**src/hdl/sdld_pkg.sv**
```systemverilog
// shared constants and stage record for the signed decimal long divider
package sdld_pkg;

    localparam int OpWidth    = 16;
    localparam int MagWidth   = OpWidth;
    localparam int DigitCount = 4;
    localparam int DigitWidth = 4;
    localparam int CountWidth = 3;
    localparam int RemWidth   = MagWidth + 4;

    typedef struct packed {
        logic                  valid;
        logic                  negative;
        logic                  zero_div;
        logic [MagWidth-1:0]   divisor;
        logic [RemWidth-1:0]   rem;
        logic [MagWidth-1:0]   quotient;
        logic [CountWidth-1:0] count;
        logic [DigitCount*DigitWidth-1:0] digits;
    } stage_t;

endpackage

```
**src/hdl/sdld_digit_stage.sv**
```systemverilog
// one decimal fraction digit step: remainder times ten over divisor
module sdld_digit_stage
    import sdld_pkg::*;
(
    input  logic   clk,
    input  logic   rst_n,
    input  logic   [CountWidth-1:0] slot,
    input  stage_t in_stage,
    output stage_t out_stage
);

    stage_t                out_reg;
    stage_t                out_next;
    logic [RemWidth-1:0]   t;
    logic [RemWidth-1:0]   r;
    logic [DigitWidth-1:0] d;
    logic [RemWidth-1:0]   dv;

    // ten compare and subtract steps are too many: restoring over four bits
    always_comb
    begin
        out_next = in_stage;
        t  = (in_stage.rem << 3) + (in_stage.rem << 1);
        dv = {{(RemWidth-MagWidth){1'b0}}, in_stage.divisor};
        r  = t;
        d  = '0;
        for (int k = DigitWidth - 1; k >= 0; k--)
        begin
            if (r >= (dv << k))
            begin
                r = r - (dv << k);
                d[k] = 1'b1;
            end
        end
        if (in_stage.rem != '0)
        begin
            out_next.rem   = r;
            out_next.count = in_stage.count + 1'b1;
            out_next.digits[(DigitCount-1-slot)*DigitWidth +: DigitWidth] = d;
        end
    end

    // only the valid bit is reset, the data bits simply follow
    always_ff @(posedge clk or negedge rst_n)
    begin
        if (!rst_n)
            out_reg.valid <= 1'b0;
        else
            out_reg <= out_next;
    end

    assign out_stage = out_reg;

endmodule

```
**src/hdl/signed_decimal_long_divider.sv**
```systemverilog
// top level of the signed decimal long divider
// Pipelined signed divider with four decimal fraction digits. A transfer is
// taken whenever start is high; busy is always low, so one item may enter
// every cycle. The result appears with done high for exactly one cycle
// and cannot be held off: stage one forms the magnitudes, sixteen stages
// each resolve one quotient bit by compare and subtract, and four stages
// each produce one decimal digit.
// A zero divisor gives divide_error with every other field zero.
module signed_decimal_long_divider
    import sdld_pkg::*;
(
    input  logic                  clk,
    input  logic                  rst_n,
    input  logic                  start,
    output logic                  busy,
    input  logic [OpWidth-1:0]    dividend,
    input  logic [OpWidth-1:0]    divisor,
    output logic                  done,
    output logic                  negative,
    output logic [MagWidth-1:0]   quotient_magnitude,
    output logic [CountWidth-1:0] digit_count,
    output logic [DigitWidth-1:0] digit_first,
    output logic [DigitWidth-1:0] digit_second,
    output logic [DigitWidth-1:0] digit_third,
    output logic [DigitWidth-1:0] digit_fourth,
    output logic                  divide_error
);

    stage_t in_reg;
    stage_t in_next;
    stage_t q_reg [MagWidth+1];
    stage_t d_st  [DigitCount+1];
    logic [MagWidth-1:0] mag_a;
    logic [MagWidth-1:0] mag_b;

    assign busy = 1'b0;

    // magnitudes and sign; dividend rides in the quotient field
    always_comb
    begin
        mag_a = dividend[OpWidth-1] ? (~dividend + 1'b1) : dividend;
        mag_b = divisor[OpWidth-1]  ? (~divisor + 1'b1)  : divisor;
        in_next          = '0;
        in_next.valid    = start;
        in_next.negative = dividend[OpWidth-1] ^ divisor[OpWidth-1];
        in_next.zero_div = (divisor == '0);
        in_next.divisor  = mag_b;
        in_next.quotient = mag_a;
    end

    // only the valid bit is reset, the data bits simply follow
    always_ff @(posedge clk or negedge rst_n)
    begin
        if (!rst_n)
            in_reg.valid <= 1'b0;
        else
            in_reg <= in_next;
    end

    assign q_reg[0] = in_reg;

    // restoring division, one quotient bit per stage, msb first
    for (genvar i = 0; i < MagWidth; i++)
    begin : g_qbit
        stage_t              s_reg;
        stage_t              s_next;
        logic [RemWidth-1:0] trial;

        always_comb
        begin
            s_next = q_reg[i];
            trial  = {q_reg[i].rem[RemWidth-2:0], q_reg[i].quotient[MagWidth-1]};
            s_next.quotient = {q_reg[i].quotient[MagWidth-2:0], 1'b0};
            if (trial >= {{(RemWidth-MagWidth){1'b0}}, q_reg[i].divisor})
            begin
                s_next.rem = trial - {{(RemWidth-MagWidth){1'b0}}, q_reg[i].divisor};
                s_next.quotient[0] = 1'b1;
            end
            else
                s_next.rem = trial;
        end

        always_ff @(posedge clk or negedge rst_n)
        begin
            if (!rst_n)
                s_reg.valid <= 1'b0;
            else
                s_reg <= s_next;
        end

        assign q_reg[i+1] = s_reg;
    end

    // zero divisor leaves a zero remainder so no digits are formed
    always_comb
    begin
        d_st[0] = q_reg[MagWidth];
        if (q_reg[MagWidth].zero_div)
            d_st[0].rem = '0;
    end

    for (genvar j = 0; j < DigitCount; j++)
    begin : g_digit
        sdld_digit_stage u_digit (
            .clk       (clk),
            .rst_n     (rst_n),
            .slot      (CountWidth'(j)),
            .in_stage  (d_st[j]),
            .out_stage (d_st[j+1])
        );
    end

    // error forces the sign, quotient magnitude and digit count to zero
    always_comb
    begin
        done               = d_st[DigitCount].valid;
        divide_error       = d_st[DigitCount].zero_div;
        negative           = d_st[DigitCount].negative & ~divide_error;
        quotient_magnitude = divide_error ? '0 : d_st[DigitCount].quotient;
        digit_count        = divide_error ? '0 : d_st[DigitCount].count;
        digit_first        = d_st[DigitCount].digits[4*DigitWidth-1 -: DigitWidth];
        digit_second       = d_st[DigitCount].digits[3*DigitWidth-1 -: DigitWidth];
        digit_third        = d_st[DigitCount].digits[2*DigitWidth-1 -: DigitWidth];
        digit_fourth       = d_st[DigitCount].digits[DigitWidth-1 -: DigitWidth];
    end

endmodule
```
**config.mk**
```make
export PLATFORM = sky130hd
export DESIGN_NAME = signed_decimal_long_divider
export DESIGN_NICKNAME = d
export VERILOG_FILES = /design/src/hdl/sdld_pkg.sv /design/src/hdl/sdld_digit_stage.sv /design/src/hdl/signed_decimal_long_divider.sv
export SDC_FILE = /design/constraint.sdc
export NUM_CORES = 2
export LEC_CHECK = 0
export ABC_CLOCK_PERIOD_IN_PS = 14500
export BUFFER_PORTS_ARGS = -buffer_cell sky130_fd_sc_hd__buf_4
export CAP_MARGIN = 25
export CELL_PAD_IN_SITES_DETAIL_PLACEMENT = 1
export CELL_PAD_IN_SITES_GLOBAL_PLACEMENT = 2
export CORE_UTILIZATION = 45
export CTS_BUF_LIST = sky130_fd_sc_hd__clkbuf_4 sky130_fd_sc_hd__clkbuf_8
export CTS_CLUSTER_SIZE = 25
export DETAILED_ROUTE_END_ITERATION = 8
export PLACE_DENSITY_LB_ADDON = 0.1
export SETUP_SLACK_MARGIN = 0.02
export SKIP_CTS_REPAIR_TIMING = 1
export SLEW_MARGIN = 15
export SYNTH_ARGS = -nofsm -noshare
export SYNTH_HDL_FRONTEND = slang
export SYNTH_SLANG_ARGS = --single-unit
```
**constraint.sdc**
```tcl
create_clock -name clk -period 14.5 [get_ports clk]
set_clock_uncertainty 0.1 [all_clocks]
set_input_delay 2.175 -clock clk [delete_from_list [all_inputs] [get_ports clk]]
set_output_delay 2.175 -clock clk [all_outputs]
set_load 0.01 [all_outputs]
```
==> flow_metrics.env <==
export IMPL_status="finished clean"
export IMPL_place_gp_congestion=0.867
export IMPL_start_util_pct=45.5
export IMPL_reg2reg_depth=56
export IMPL_critPathBufInv=0
export IMPL_worst_slew_pin_slew_ps=1040
export IMPL_synth_async_reset_ratio_pct=1.86
export IMPL_crit_top_cell="o21ai_0"
export IMPL_clk_insertion_delay_late_ps=920
export IMPL_start_kind="flop"
export IMPL_drt_first_pass_iters=5
export IMPL_netlist_instances=6352
export IMPL_largest_register_ffs=774
export IMPL_critPathKind="flop to flop"
export IMPL_finalCritPeriodShare_pct=93.2
export IMPL_cts_reportedPaths_clkPinSlew_ps=60
export IMPL_slew_viol_final=0
export IMPL_vias_per_cell=5.48
export IMPL_cts_buffers=193
export IMPL_grt_use_met1_pct=29.0
export IMPL_hold_viol=0
export IMPL_cts_max_path_buffers=3
export IMPL_grt_busiest_layer="met2"
export IMPL_drt_iter0_drc=2372
export IMPL_worstHoldStart="g_qbit[1].s_reg[73]$_DFF_PN0_"
export IMPL_layout_drive_gt1_share_pct=9.14
export IMPL_routed_via_count=47800
export IMPL_grt_max_degree=174
export IMPL_final_common_cell="edfxtp_1"
export IMPL_route_detailed_drc=0
export IMPL_finalWirelength_mm=170
export IMPL_first_global_vias=49700
export IMPL_syn_nets=6979
export IMPL_core_rowCount=142
export IMPL_ant_nets=0
export IMPL_finalCriticalPeriod_ps=13520
export IMPL_synth_edff_count=1110
export IMPL_nets=7162
export IMPL_place_port_buffers=72
export IMPL_synth_distinct_cells=101
export IMPL_cp_startpoint="g_digit[2].u_digit.out_stage[37]$_DFFE_PP_"
export IMPL_fillers=16400
export IMPL_htreeDepth=4
export IMPL_antenna_found_initial=5
export IMPL_min_path_type="flop to flop"
export IMPL_synthTopCellsByArea="edfxtp_1, ha_1, xnor2_1"
export IMPL_multi_input_area_um2=32000
export IMPL_use_met2_pct=37.3
export IMPL_crit_fanout=10
export IMPL_synth_top_area_share_pct=48.7
export IMPL_fmax_mhz=74.0
export IMPL_die_y_um=392
export IMPL_grt_overflow=0
export IMPL_path_delay_family="compound AO/OA/AOI/OAI gates"
export IMPL_die_area_um2=154000
export IMPL_yosysTopAreaCell="edfxtp_1"
export IMPL_grt_util_met3_pct=3.19
export IMPL_rsz0062_at_grt="no"
export IMPL_final_cell_mix="edfxtp_1, ha_1, inv_1"
export IMPL_worstPathRequired_ps=15010
export IMPL_areaGrowthSynthToFinish_pct=10.3
export IMPL_cap_violations=0
export IMPL_worstSetupEndpoint="g_digit[3].u_digit.out_stage[0]$_SDFFCE_PP0P_"
export IMPL_cpMaxStageDelayCell="o41ai_2"
export IMPL_cp_data_arrival_time_ps=14030
export IMPL_die_x_um=392
export IMPL_synth_seq_cells=1131
export IMPL_fp_coreArea_um2=150000
export IMPL_yosys_warnings=0
export IMPL_avgSynthCellArea_um2=10.8
export IMPL_rr_startpoint="g_digit[2].u_digit.out_stage[37]$_DFFE_PP_"
export IMPL_cp_end_kind="flop"
export IMPL_setup_viol=0
export IMPL_syn_cell_area_um2=68500
export IMPL_yosysSeqAreaShare_pct=49.5
export IMPL_cts_sinks=1131
export IMPL_cts_root_buf="clkbuf_8"
export IMPL_cts_tree="built"
export IMPL_pin_count=74
export IMPL_track_usage_pct=22.1
export IMPL_dp_hpwl_mm=128
export IMPL_r2r_end="g_digit[3].u_digit.out_stage[0]$_SDFFCE_PP0P_"
export IMPL_ys_flop_type="edfxtp_1"
export IMPL_register_area_um2=33900
export IMPL_tns_ps=0
export IMPL_relSlewSlack_pct=28.6
export IMPL_wl_per_cell_um=19.5
export IMPL_grt_pass1_wl_mm=269
export IMPL_cp_depth=56
export IMPL_slowest_delay_ps=520
export IMPL_regToRegSetupSlack_ps=980
cell families after synthesis:
logic type	share of synthesized area (%)
AND/OR/NAND/NOR	12.1
AO/OA/AOI/OAI	14.8
flip-flops	49.5
buffers and inverters	3.92
adder cells (fa/ha/maj)	11.2
XOR/XNOR	5.91
multiplexers	2.55
other	0.00548
synthesized netlist by cell type, drive strengths merged (43+ instances only):
cell type and n:
edfxtp 1110, ha 559, inv 554, a21oi 550, nor2 505, nand2 360, o21ai 339, xnor2 320
a21o 201, xor2 142, nor2b 133, nand3 126, nand2b 106, nor3 104, nand4 103, clkbuf 102
mux2 98, a21boi 70, o21a 70, mux2i 64, or3 56, o31ai 54, a211oi 52, nor4 51
and3 43
worst reg2reg max path: cells and delay by family, from the launching register on:
kind	cells	cell delay, ps
and+or+nand+nor	19	3510
AOI/OAI and AO/OA	29	6790
adders and majority gates	6	2000
DFF	1	430
muxes	1	250
xor gates and xnor gates	1	180
cell type report:
type | count | share of cell area (%)
timing repair buffer | 125 | 1.49
inverter | 555 | 2.76
sequential | 1131 | 44.8
antenna | 2 | 0.00663
multi-input combinational | 4529 | 42.4
clock buffer | 255 | 4.18
clock inverter | 98 | 0.979
tap | 2016 | 3.34
through the flow:
stage               worst slack [ps]  hold slack, ps  std cells  cell area, um^2  util (%)
floorplan                       1640             231       6352            68500         -
global placement                 602             231       8340            71300      47.4
detailed placement               248             236       8345            71300      47.4
CTS                              151             246       8698            75200      50.0
global route                    70.2             260       8710            75500      50.2
finish                           981             247       8711            75500      50.2
how the worst min path moves through the flow:
stage | endpoint | slack [ps] | depth (start not counted)
floorplan | d_st[369]$_DFF_PN0_ | 230 | 0
global placement | g_qbit[1].s_reg[73]$_DFF_PN0_ | 230 | 0
detailed placement | g_qbit[2].s_reg[73]$_DFF_PN0_ | 240 | 0
CTS | g_qbit[2].s_reg[73]$_DFF_PN0_ | 250 | 0
global route | g_qbit[4].s_reg[73]$_DFF_PN0_ | 260 | 0
finish | g_qbit[2].s_reg[73]$_DFF_PN0_ | 250 | 0
metal layers:
layer	share of wire (%)	routed length (um)
met1	46	78000
met2	48	81500
met3	3.3	5580
met4	2.7	4540
met5	0	0
Power is left out: the tool's default activity adds up to more than one toggle a clock period on the data nets, which glitch-free logic cannot reach.
